===== config.mk =====
export PLATFORM = sky130hd
export DESIGN_NAME = dbp_cell
export DESIGN_NICKNAME = d
export VERILOG_FILES = /design/src/hdl/dbp_pkg.sv /design/src/hdl/dbp_cell.sv
export SDC_FILE = /design/constraint.sdc
export NUM_CORES = 1
export LEC_CHECK = 0
export BUFFER_PORTS_ARGS = -buffer_cell sky130_fd_sc_hd__buf_4
export CORE_ASPECT_RATIO = 0.7
export CORE_MARGIN = 2
export CORE_UTILIZATION = 26
export DETAILED_ROUTE_END_ITERATION = 10
export PLACE_DENSITY = 0.61
export SETUP_SLACK_MARGIN = 0.15
export SLEW_MARGIN = 20
export SYNTH_ARGS = -nofsm -noshare
export SYNTH_HDL_FRONTEND = slang
export SYNTH_SLANG_ARGS = --single-unit

===== constraint.sdc =====
create_clock -name aclk -period 3.5 [get_ports aclk]
set_input_delay 0.525 -clock aclk [delete_from_list [all_inputs] [get_ports aclk]]
set_output_delay 0.525 -clock aclk [all_outputs]
set_load 0.005 [all_outputs]

===== src/hdl/dbp_pkg.sv =====
// shared types and constants for the depth pixel back-projection block
package dbp_pkg;

    localparam int COORD_BITS = 12;
    localparam int COORD_MASK_INT = (1 << COORD_BITS) - 1;
    localparam logic [11:0] COORD_MASK = 12'(COORD_MASK_INT);

    localparam int WORD_W   = 48;
    localparam int DIV_W    = 16;
    localparam int Z_STEPS  = 32;
    localparam int XY_STEPS = 48;

    localparam logic [2:0] REG_FOCAL_X     = 3'd0;
    localparam logic [2:0] REG_FOCAL_Y     = 3'd1;
    localparam logic [2:0] REG_CENTER_X    = 3'd2;
    localparam logic [2:0] REG_CENTER_Y    = 3'd3;
    localparam logic [2:0] REG_DEPTH_SCALE = 3'd4;

    typedef struct packed {
        logic [11:0] column;
        logic [11:0] row;
        logic [15:0] raw_depth;
        logic [7:0]  blue_in;
        logic [7:0]  green_in;
        logic [7:0]  red_in;
    } in_item_t;

    typedef struct packed {
        logic signed [47:0] point_x;
        logic signed [47:0] point_y;
        logic [31:0]        point_z;
        logic [7:0]         red_out;
        logic [7:0]         green_out;
        logic [7:0]         blue_out;
    } out_item_t;

    // data that rides along the chain untouched by the divider lanes
    typedef struct packed {
        logic [15:0] mag_x;
        logic        neg_x;
        logic [15:0] mag_y;
        logic        neg_y;
        logic [31:0] z;
        logic [7:0]  red;
        logic [7:0]  green;
        logic [7:0]  blue;
    } side_t;

    typedef struct packed {
        logic              valid;
        logic [DIV_W-1:0]  rem_a;
        logic [WORD_W-1:0] word_a;
        logic [DIV_W-1:0]  rem_b;
        logic [WORD_W-1:0] word_b;
        side_t             side;
    } cell_t;

endpackage


===== src/hdl/dbp_cell.sv =====
// one restoring division step on two lanes, registered
module dbp_cell
    import dbp_pkg::*;
(
    input  logic             aclk,
    input  logic             aresetn,
    input  logic             adv,
    input  logic [DIV_W-1:0] div_a,
    input  logic [DIV_W-1:0] div_b,
    input  cell_t            cell_in,
    output cell_t            cell_out
);

    logic [DIV_W:0] trial_a, trial_b, diff_a, diff_b;
    logic           ge_a, ge_b;
    cell_t          cell_next;
    logic           valid_reg;
    cell_t          data_reg;

    always_comb begin
        trial_a = {cell_in.rem_a, cell_in.word_a[WORD_W-1]};
        trial_b = {cell_in.rem_b, cell_in.word_b[WORD_W-1]};
        diff_a  = trial_a - {1'b0, div_a};
        diff_b  = trial_b - {1'b0, div_b};
        ge_a    = trial_a >= {1'b0, div_a};
        ge_b    = trial_b >= {1'b0, div_b};
        cell_next        = cell_in;
        cell_next.rem_a  = ge_a ? diff_a[DIV_W-1:0] : trial_a[DIV_W-1:0];
        cell_next.rem_b  = ge_b ? diff_b[DIV_W-1:0] : trial_b[DIV_W-1:0];
        cell_next.word_a = {cell_in.word_a[WORD_W-2:0], ge_a};
        cell_next.word_b = {cell_in.word_b[WORD_W-2:0], ge_b};
    end

    always_ff @(posedge aclk) begin
        if (!aresetn) begin
            valid_reg <= 1'b0;
        end else if (adv) begin
            valid_reg <= cell_in.valid;
        end
    end

    always_ff @(posedge aclk) begin
        if (adv) begin
            data_reg <= cell_next;
        end
    end

    always_comb begin
        cell_out       = data_reg;
        cell_out.valid = valid_reg;
    end

endmodule


### Word level (Yosys, flattened, before mapping)

Index checks and enable logic that the tools add are counted.

* bits in registers: 219
* input bits: 254
* output and inout port bits: 219
* word-level logic and storage cells: 19

* add/subtract/negate cells: 2
* order comparisons: 2
* multiplexer cells: 2

Operators with widths (count)
* $ge A17 B16 Y1: 2
* $mux W16: 2
* $sub A16 B16 Y16: 2

### Depth between registers and ports, before layout

Gate-level depths: netlist of run 1.

* word-level depth: 2
* mapped depth: 10
* mapped depth without buffers: 9

### Least setup slack after synthesis of run 1

Ideal clock, no wire load.

* path kind: in2reg
* start: input div_a[10]
* end: register data_reg (netlist bit cell_out[211]), data pin
* setup time: 260 ps
* data arrival time: 2411 ps
* required time: 3240 ps
* slack: 829 ps
* stages: 9
* path buffers: 1
* cell sequence: inv_1 > ha_1 > or2_1 > and3_1 > a21oi_1 > o21ai_4 > a31oi_4 > buf_6 > mux2_4

RTL lines
* from (decl): line dbp_cell.sv:8 `input logic [DIV_W-1:0] div_a,`
* to (signal assigned): line dbp_cell.sv:44 `data_reg <= cell_next;`
* to (decl): line dbp_cell.sv:18 `cell_t data_reg;`

==> flow_summary_export.csv, run 1 <==
group,metric,value,unit
setup_path,path_depth,10,
sta,clock.fmax,390,MHz
global_route,track_usage,15.5,%
setup_path,path_max_fanout,6,
route,wl_per_cell,19.8,um
global_route,antenna_found_initial,1,
logic_synthesis,netlist_instances,539,
logic_synthesis,syn_nets,827,
worst_hold_path,worstHoldStart,"cell_in[171]",
layout,drive_above_1_share,50.7,%
logic_synthesis,ys_types,59,
global_route,grt_pass1_vias,6391,
setup_path,r2r_end,"valid_reg$_SDFFE_PN0P_",
global_route,grt_first_pass_wirelength,40.5,mm
setup_path,startpoint_type,"primary input",
sta,final-hold-violation-count,0,
clock_tree,root_buffer,"clkbuf_16",
sta,tightest_slew,0.960,ns
worst_hold_path,hold_end,"cell_out[172]$_DFFE_PP_",
die,die_h,158,um
die,fp-row-count,56,
clock_tree,cts_setup_buffers,0,
setup_path,cp_slowest_stage_delay,0.78,ns
clock_tree,clkTransAtPathRegs,0.07,ns
logic_synthesis,synth-simple-area-share,5.05,%
die,design.core.area,0.0334,sq mm
sta,rsz0062_at_grt,"false",
placed_design,place.gp.congestion,0.813,
logic_synthesis,synth_xor_area_share,1.89,%
die,dieArea,0.0354,sq mm
setup_path,regToRegStartpoint,"valid_reg$_SDFFE_PN0P_",
setup_path,path_delay_family,"compound AO/OA/AOI/OAI gates",
clock_tree,clock_path_buffers,3,
setup_path,end_kind,"flop",
global_route,overflow,0,
die,die_x,224,um
layout,area_growth_syn_to_layout,55.1,%
sta,finalSetupViolations,0,
layout,multi_input_area,0.00203,sq mm
worst_hold_path,hold_class,"in2reg",
worst_hold_path,min_path_cells,1,
logic_synthesis,syn_avg_cell_area,16.4,sq um
placed_design,dp_slack,0.483,ns
setup_path,worstRegToRegCells,2,
layout,nNetsFinal,1323,
logic_synthesis,synth_seq_cells,219,
placed_design,dp_hpwl,23.3,mm
logic_synthesis,synthArstFlopShare,0,%
sta,drv_slew,0,
setup_path,crit_start,"cell_in[201]",
sta,tns,0,ns
status,outcome,"finished clean",
job,maxCapViolations,0,
layout,layoutNonFillerInstCount,1488,
sta,slew_headroom,35.4,%
layout,fin_util,40.9,%
power,p_leak,5.91,nW
clock_tree,cts_hold_buf,0,
route,dr.pass1.iters,4,
logic_synthesis,synth_top_family_by_area,"compound AO/OA/AOI/OAI gates",
setup_path,path_cells,"buf_4 -> inv_1 -> ha_1 -> fa_1 -> nor2b_1 -> o31a_1 -> o31ai_1 -> nand2_1 -> xor2_1 -> mux2_2",
sta,final.setup.worst_slack,0.933,ns
die,start_util,26.4,%
logic_synthesis,synthMuxAreaShare,2.98,%
route,detail-route-antenna-nets,0,
setup_path,cp.required,3.77,ns
clock_tree,htree_levels,1,
setup_path,cp.arrival,2.84,ns
sta,fin_skew,0,ns
clock_tree,cts_resized,0,
placed_design,dp.cells,1444,
logic_synthesis,netlist_area,0.00882,sq mm
route,vias_per_cell,4.32,
logic_synthesis,synthAdderAreaFrac,5.00,%
layout,fillers,3143,
power,power.density,497,mW/mm^2
setup_path,slowest_stage,"o31ai_1",
power,ir_drop,289,uV
layout,diodes,0,
route,via_count,6421,
route,drcViolationCount,0,
sta,fin_crit,2.57,ns
setup_path,path_buf_inv,2,
layout,design_area,0.0137,sq mm
placed_design,portBuffers,472,
clock_tree,insertion_delay,0.51,ns
logic_synthesis,synth_edf_count,218,
sta,fin_crit_sh,73.3,%
logic_synthesis,synth_compound_area_share,8.06,%
clock_tree,clock-sinks,219,
placed_design,place_area,0.0129,sq mm
logic_synthesis,yosys_warnings,0,
logic_synthesis,ys_seq_area_share,74.5,%
setup_path,r2r_slack,2.91,ns
clock_tree,numCtsBuffers,24,
route,wl,29.5,mm
die,io_pins,473,
clock_tree,cts_tree,"built",
layout,seq_area,0.00657,sq mm
route,drtIter0Drc,332,
layout,largest_reg_flops,218,
global_route,grt_max_degree,88,
logic_synthesis,ys.flop_type,"edfxtp_1",
setup_path,path_class,"in2reg",
[synthesized netlist by cell type (2+ instances only)]
| cell type | instances | area, sq um |
|---|---|---|
| a2111o_1 | 2 | 22.5 |
| a211o_1 | 2 | 17.5 |
| a211oi_1 | 7 | 52.6 |
| a21boi_0 | 3 | 22.5 |
| a21o_1 | 7 | 52.6 |
| a21oi_1 | 33 | 165 |
| and2_1 | 3 | 18.8 |
| and3_1 | 4 | 25.0 |
| and4_1 | 3 | 26.3 |
| buf_2 | 2 | 10.0 |
| clkbuf_1 | 4 | 15.0 |
| edfxtp_1 | 218 | 6550 |
| fa_1 | 2 | 40.0 |
| ha_1 | 32 | 400 |
| inv_1 | 48 | 180 |
| mux2_2 | 10 | 113 |
| mux2_4 | 6 | 90.1 |
| mux2i_1 | 6 | 60.1 |
| nand2_1 | 12 | 45.0 |
| nand2b_1 | 5 | 31.3 |
| nand3_1 | 8 | 40.0 |
| nand3b_1 | 5 | 37.5 |
| nand4_1 | 3 | 18.8 |
| nor2_1 | 27 | 101 |
| nor2b_1 | 5 | 31.3 |
| nor3_1 | 3 | 15.0 |
| o2111ai_1 | 4 | 35.0 |
| o211ai_1 | 3 | 22.5 |
| o21a_1 | 6 | 45.0 |
| o21ai_0 | 13 | 65.1 |
| o21bai_1 | 2 | 15.0 |
| o31a_1 | 3 | 26.3 |
| o31ai_1 | 3 | 22.5 |
| or2_2 | 2 | 12.5 |
| or4_1 | 2 | 15.0 |
| xnor2_1 | 11 | 96.3 |
| xor2_1 | 8 | 70.1 |
[placed cells by master (no fill, tap or decap), drive strengths merged, types with 11 or more instances in the layout]
| cell type | count |
|---|---|
| mux2 | 16 |
| ha | 32 |
| xnor2 | 11 |
| o21ai | 15 |
| edfxtp | 218 |
| clkinv | 14 |
| inv | 49 |
| a21oi | 33 |
| buf | 478 |
| nor2 | 27 |
| nand2 | 12 |
| clkbuf | 27 |
[metal layers]
layer / part of all wire [%] / vias up / track usage (%)
met1: 38 / 3051 / 17.9
met5: 0.044 / - / 0
met4: 2.1 / 2 / 3.65
li1: - / 3057 / -
met3: 9.0 / 40 / 5.73
met2: 51 / 271 / 27.4
[logic make-up after synthesis]
logic type,after synthesis
muxes,22
DFF,219
and+or+nand+nor,86
xor gates and xnor gates,19
buffers and inverters,56
AOI/OAI and AO/OA,103
adders and majority gates,34
[area by class of cell]
cell class / instances / area share, %
Clock inverter: 17 / 0.897
Sequential cell: 219 / 48.0
Tap cell: 435 / 3.98
Timing Repair Buffer: 478 / 26.5
Multi-Input combinational cell: 264 / 14.8
Inverter: 48 / 1.32
Clock buffer: 27 / 4.48
[worst max path at each step]
stage	to
CTS	cell_out[212]$_DFFE_PP_
global placement	cell_out[210]$_DFFE_PP_
detailed placement	cell_out[212]$_DFFE_PP_
global route	cell_out[212]$_DFFE_PP_
floorplan	cell_out[211]$_DFFE_PP_
finish	cell_out[210]$_DFFE_PP_
[stage by stage]
stage / power, mW / hold WS, ns
2_1_floorplan: 3.67 / 0.484
3_3_place_gp: 4.45 / 0.510
3_5_place_dp: 4.46 / 0.515
4_1_cts: 6.90 / 0.129
5_1_grt: 7.09 / 0.128
6_report: 6.79 / 0.163
[where the power goes]
group	internal (mW)	switching (mW)	leakage [nW]	total, mW
Combinational	0.648	0.504	3.40	1.15
Sequential	3.17	0.0740	2.14	3.24
Clock	1.34	1.06	0.360	2.40
Total	5.15	1.64	5.91	6.79
(Power assumes the default switching activity.)
==> inputs of run 2 (changes only) <==
--- a/config.mk
+++ b/config.mk
@@ -5,6 +5,7 @@
 export SDC_FILE = /design/constraint.sdc
 export NUM_CORES = 1
 export LEC_CHECK = 0
+export ABC_AREA = 1
 export BUFFER_PORTS_ARGS = -buffer_cell sky130_fd_sc_hd__buf_4
 export CORE_ASPECT_RATIO = 0.7
 export CORE_MARGIN = 2
==> constraint.sdc (replaced) <==
create_clock -name aclk -period 2.4 [get_ports aclk]
set_input_delay 0.36 -clock aclk [delete_from_list [all_inputs] [get_ports aclk]]
set_output_delay 0.36 -clock aclk [all_outputs]
set_load 0.005 [all_outputs]
==> run 2 against run 1 <==
Hold slack got worse by 0.092 ns; sequential share of layout area fell by 7.5 points; core utilization up 4.5 points; die area grew 5.9%; flip-flop and latch count unchanged; clock skew unchanged; clock power rose by 60%; setup slack lost 0.38 ns; synthesized cell count is 43% higher; area after synthesis up 6.0%; largest cell class unchanged.
==> flow_summary_export.csv, run 2 <==
group,metric,value,unit
logic_synthesis,synthArstFlopShare,0,%
power,seqPwrFrac,44.6,%
die,start_util,26.2,%
sta,fin_skew,0,ns
placed_design,place.gp.congestion,0.895,
sta,clock.fmax,543,MHz
logic_synthesis,synth_area_leaders,"edfxtp_1 (70%), nand2_1 (8.8%), inv_1 (4.7%)",
logic_synthesis,netlist_area,0.00935,sq mm
sta,fin_crit_sh,76.7,%
logic_synthesis,ys_seq_area_share,70.2,%
sta,tns,0,ns
route,drcViolationCount,0,
power,p_int,7.93,mW
worst_hold_path,min_path_cells,3,
die,fp-row-count,58,
clock_tree,numCtsBuffers,24,
global_route,grt_first_pass_wirelength,51.2,mm
logic_synthesis,synth_most_common_cell,"nand2_1",
sta,tightest_slew,0.490,ns
clock_tree,clock_path_buffers,3,
clock_tree,root_buffer,"clkbuf_16",
sta,slew_headroom,67.4,%
die,die_h,163,um
setup_path,cp.arrival,2.12,ns
die,die_x,231,um
global_route,grt_pass1_vias,8035,
route,wl_per_cell,18.5,um
job,maxCapViolations,0,
setup_path,r2r_end,"valid_reg$_SDFFE_PN0P_",
power,power_frac_comb,19.1,%
clock_tree,insertion_delay,0.53,ns
clock_tree,cts_setup_buffers,0,
placed_design,portBuffers,472,
sta,fin_crit,1.84,ns
setup_path,path_max_fanout,19,
die,dieArea,0.0375,sq mm
worst_hold_path,hold_class,"in2reg",
layout,drive_above_1_share,38.0,%
logic_synthesis,syn_avg_cell_area,12.1,sq um
clock_tree,htree_levels,1,
global_route,grt_max_degree,52,
power,p_sw,2.65,mW
clock_tree,cts_tree,"built",
layout,nNetsFinal,1744,
logic_synthesis,synth_largest_area_cell,"edfxtp_1",
route,detail-route-antenna-nets,0,
logic_synthesis,syn_nets,1058,
power,p_leak,7.53,nW
route,via_count,8183,
layout,final_cell_mix,"buf_4 (479), nand2_1 (219), edfxtp_1 (218)",
clock_tree,clkTransAtPathRegs,0.06,ns
global_route,overflow,0,
route,drtIter0Drc,493,
logic_synthesis,synth_seq_cells,219,
power,power.density,653,mW/mm^2
worst_hold_path,hold_end,"valid_reg$_SDFFE_PN0P_",
clock_tree,clock-sinks,219,
placed_design,dp_slack,0.00206,ns
global_route,antenna_found_initial,3,
sta,hold_slack,0.0707,ns
logic_synthesis,synth_edf_count,218,
sta,final.setup.worst_slack,0.558,ns
status,outcome,"finished clean",
setup_path,startpoint_type,"primary input",
clock_tree,cts_hold_buf,184,
setup_path,worstRegToRegCells,2,
logic_synthesis,yosysTopAreaCellShare,70.0,%
route,wl,36.1,mm
worst_hold_path,worstHoldStart,"cell_in[218]",
placed_design,dp_hpwl,26.3,mm
die,design.core.area,0.0357,sq mm
route,dr.pass1.iters,4,
sta,final-hold-violation-count,0,
logic_synthesis,netlist_top_cells_count,"nand2_1 (219), edfxtp_1 (218), inv_1 (117)",
logic_synthesis,ys_types,32,
logic_synthesis,netlist_instances,770,
power,ir_drop,409,uV
layout,design_area,0.0162,sq mm
setup_path,end_kind,"flop",
global_route,track_usage,18.1,%
sta,finalSetupViolations,0,
layout,mostFrequentLayoutCell,"buf_4",
setup_path,regToRegStartpoint,"valid_reg$_SDFFE_PN0P_",
setup_path,path_class,"in2reg",
setup_path,r2r_slack,1.75,ns
power,clockPowerShare,36.2,%
die,io_pins,473,
power,p_total,10.6,mW
layout,largest_reg_flops,218,
setup_path,cp.required,2.68,ns
logic_synthesis,yosys_warnings,0,
placed_design,place_area,0.0136,sq mm
power,p_sw_share,25.1,%
logic_synthesis,ys.flop_type,"edfxtp_1",
route,vias_per_cell,4.18,
sta,rsz0062_at_grt,"false",
sta,drv_slew,0,
layout,area_growth_syn_to_layout,73.4,%
clock_tree,cts_resized,0,
## run 2: worst max path at each step
stage	start	endpoint	slack, ns	cells after the start
floorplan	div_b[10]	cell_out[145]$_DFFE_PP_	0.55	13
global placement	div_a[11]	cell_out[202]$_DFFE_PP_	0.08	11
detailed placement	div_a[12]	cell_out[202]$_DFFE_PP_	0.002	11
CTS	div_a[11]	cell_out[203]$_DFFE_PP_	0.60	11
global route	div_a[11]	cell_out[203]$_DFFE_PP_	0.43	11
finish	div_a[12]	cell_out[203]$_DFFE_PP_	0.56	11
## run 2: power by group through the flow
stage               Clock, mW  Combinational, mW  Sequential (mW)
floorplan                   0              0.554             4.82
global placement            0               1.74             4.78
detailed placement          0               1.75             4.79
CTS                      3.93               2.03             4.71
global route             4.08               2.19             4.75
finish                   3.84               2.02             4.72
## run 2: cells by family after synthesis
| kind of cell | share of synthesized area (%) |
|---|---|
| buffers and inverters | 5.73 |
| and+or+nand+nor | 16.6 |
| adders and majority gates | 4.71 |
| AOI/OAI and AO/OA | 1.63 |
| xor gates and xnor gates | 1.12 |
| DFF | 70.2 |
## run 2: final cells by class
cell class                 instances  area [sq um]
inverter                         127           477
antenna                            2          5.00
sequential                       219          6570
timing repair buffer             667          5510
fill                            3257         19500
clock inverter                    11           146
multi-input combinational        417          2250
tap                              480           601
clock buffer                      33           654
## run 2: critical path, stage by stage
cell and delay [ns]:
buf_4 0.07, inv_1 0.03, ha_1 0.37, nand2_1 0.16
inv_2 0.05, nand2_1 0.09, a21oi_1 0.11, nor2_4 0.40
nand2_4 0.26, nand2_1 0.11, o21ai_0 0.09
## run 2: metal layers
metal	vias up	GRT usage, %	share of wire [%]
met2	289	29.4	47
li1	3954	-	-
met1	3890	24.3	43
met3	48	4.06	6.7
met5	-	0	0.044
met4	2	5.66	2.9
## run 2: per-stage QoR
step	util, %	cells
2_1_floorplan	-	770
3_3_place_gp	38.0	1726
3_5_place_dp	38.0	1726
4_1_cts	45.4	1954
5_1_grt	45.4	1956
6_report	45.4	1956
==> inputs of run 3 (changes only) <==
--- a/config.mk
+++ b/config.mk
@@ -5,7 +5,7 @@
 export SDC_FILE = /design/constraint.sdc
 export NUM_CORES = 1
 export LEC_CHECK = 0
-export ABC_AREA = 1
+export ABC_AREA = 0
 export BUFFER_PORTS_ARGS = -buffer_cell sky130_fd_sc_hd__buf_4
 export CORE_ASPECT_RATIO = 0.7
 export CORE_MARGIN = 2
==> constraint.sdc (replaced) <==
create_clock -name aclk -period 1.7 [get_ports aclk]
set_input_delay 0.255 -clock aclk [delete_from_list [all_inputs] [get_ports aclk]]
set_output_delay 0.255 -clock aclk [all_outputs]
set_load 0.005 [all_outputs]
==> run 3 against run 2 <==
The flow now finishes with violations (setup timing); combinational power grew 74%; non-clock buffer count grew 105; clock-buffer cell count shrank 5; critical endpoint is now cell_out[205]$_DFFE_PP_.
==> flow_summary_export.csv, run 3 (same netlist as run 1, synthesis figures left out) <==
group,metric,value,unit
status,outcome,"complete, but fails checks",
status,failed_checks,"setup timing",
placed_design,dp_hpwl,24.2,mm
setup_path,path_class,"in2reg",
setup_path,path_cells,"buf_4 -> inv_4 -> ha_4 -> or2_1 -> and3_4 -> a21oi_4 -> o21ai_4 -> a31oi_4 -> buf_12 -> mux2_2",
route,via_count,7721,
power,ir_drop,674,uV
die,dieArea,0.0354,sq mm
die,design.core.area,0.0334,sq mm
route,dr_wl_met3,2.26,mm
global_route,overflow,0,
setup_path,cp.required,2.00,ns
sta,fin_skew,0,ns
route,drtIter0Drc,478,
worst_hold_path,hold_class,"in2reg",
die,start_util,26.4,%
sta,slew_headroom,72.8,%
setup_path,cp.arrival,2.06,ns
route,wl_per_cell,19.2,um
layout,diodes,0,
route,drcViolationCount,0,
route,wl,34.3,mm
job,maxCapViolations,0,
layout,nNetsFinal,1618,
global_route,grt_pass1_vias,7887,
sta,finalSetupViolations,13,
route,top_layer_used,"met4",
layout,largest_reg_flops,218,
die,io_pins,473,
route,wl_met2,17.3,mm
setup_path,slowest_stage,"mux2_2",
power,power.density,885,mW/mm^2
placed_design,place_area,0.0142,sq mm
sta,final-hold-violation-count,0,
layout,drive_above_1_share,55.9,%
global_route,antenna_found_initial,0,
route,detail-route-antenna-nets,0,
setup_path,end_kind,"flop",
layout,area_growth_syn_to_layout,98.3,%
global_route,track_usage,17.9,%
clock_tree,insertion_delay,0.54,ns
setup_path,cp_slowest_stage_delay,0.35,ns
layout,multi_input_area,0.00280,sq mm
power,p_leak,7.39,nW
setup_path,path_max_fanout,15,
clock_tree,clock-sinks,219,
placed_design,place.gp.congestion,0.860,
layout,design_area,0.0175,sq mm
clock_tree,clkTransAtPathRegs,0.07,ns
placed_design,portBuffers,472,
layout,seq_area,0.00657,sq mm
route,dr.pass1.iters,5,
sta,rsz0062_at_grt,"true",
clock_tree,numCtsBuffers,25,
setup_path,startpoint_type,"primary input",
clock_tree,root_buffer,"clkbuf_16",
die,die_x,224,um
layout,fillers,2769,
sta,fin_crit,1.76,ns
global_route,grt_max_degree,52,
route,vias_per_cell,4.33,
die,fp-row-count,56,
global_route,grt_first_pass_wirelength,47.7,mm
sta,hold_slack,0.0243,ns
sta,fin_crit_sh,103,%
route,wl_met1,13.8,mm
sta,final.setup.worst_slack,-0.0568,ns
die,die_h,158,um
clock_tree,htree_levels,1,
sta,clock.fmax,569,MHz
sta,tightest_slew,0.403,ns
clock_tree,cts_tree,"built",
layout,mostFrequentLayoutCell,"buf_4",
clock_tree,clock_path_buffers,3,
sta,drv_slew,0,
layout,final_cell_mix,"buf_4 (536), edfxtp_1 (218), dlygate4sd3_1 (192)",
-- run 3: changes by cell type in the layout (fill, tap and decap cells not counted), sizes merged, moves of 11 or more --
cell   delta
o21ai    +11
mux2     +16
buf      +97
inv      -75
nand2   -225
a21oi    +14
nand3    -51
-- run 3: per-stage QoR --
stage	setup TNS, ns	setup WS (ns)	util (%)	power [mW]	std cells
after global routing	-0.951	-0.0834	52.3	16.1	1783
after detailed placement	-19.07	-0.839	42.4	9.65	1529
after global placement	-18.61	-0.786	42.4	9.61	1529
after floorplan	-10.08	-0.514	-	7.78	539
after CTS	-0.260	-0.0405	51.3	15.5	1772
final	-0.545	-0.0568	52.3	15.5	1783
-- run 3: where the power goes --
part | leakage [nW] | switching, mW | internal (mW)
clock | 0.380 | 2.38 | 2.90
combinational | 4.87 | 1.39 | 2.13
sequential | 2.14 | 0.161 | 6.52
-- run 3: per-layer routing --
| metal | up-vias | GRT usage (%) |
|---|---|---|
| li1 | 3645 | - |
| met1 | 3744 | 22.6 |
| met2 | 285 | 30.7 |
| met3 | 47 | 4.42 |
| met4 | 0 | 5.05 |
| met5 | - | 0 |
-- run 3: path summary, 6_finish.rpt --
| path | startpoint | to | slack [ns] | cells past startpoint |
|---|---|---|---|---|
| max reg2reg | valid_reg$_SDFFE_PN0P_ | valid_reg$_SDFFE_PN0P_ | 0.52 | 3 |
| min | cell_in[144] | cell_out[145]$_DFFE_PP_ | 0.02 | 2 |
| max | div_a[10] | cell_out[205]$_DFFE_PP_ | -0.06 | 10 |
| min reg2reg | valid_reg$_SDFFE_PN0P_ | valid_reg$_SDFFE_PN0P_ | 1.12 | 3 |
-- run 3: what timing repair did --
item / CTS / global route
gates cloned: 1 / 0
setup buffers: 6 / 10
endpoints found under the setup margin: 28 / 34
hold buffers: 191 / 1
gates resized for setup: 54 / 68
endpoints found under the hold margin: 190 / 1
pin swaps: 20 / 39
-- run 3: area by class of cell --
type / instances / share of cell area, %
inverters: 48 / 1.29
well taps: 435 / 3.11
multi-input cells: 264 / 16.0
repair buffers: 772 / 37.5
clock buffers: 28 / 3.64
clock inverters: 17 / 0.845
flip-flops and latches: 219 / 37.6
-- run 3: worst max-delay path, delay by kind of cell --
family	cells	cell delay, ns
adders and majority gates	1	0.20
AOI/OAI and AO/OA	3	0.44
muxes	1	0.35
buffers and inverters	3	0.35
and+or+nand+nor	2	0.46
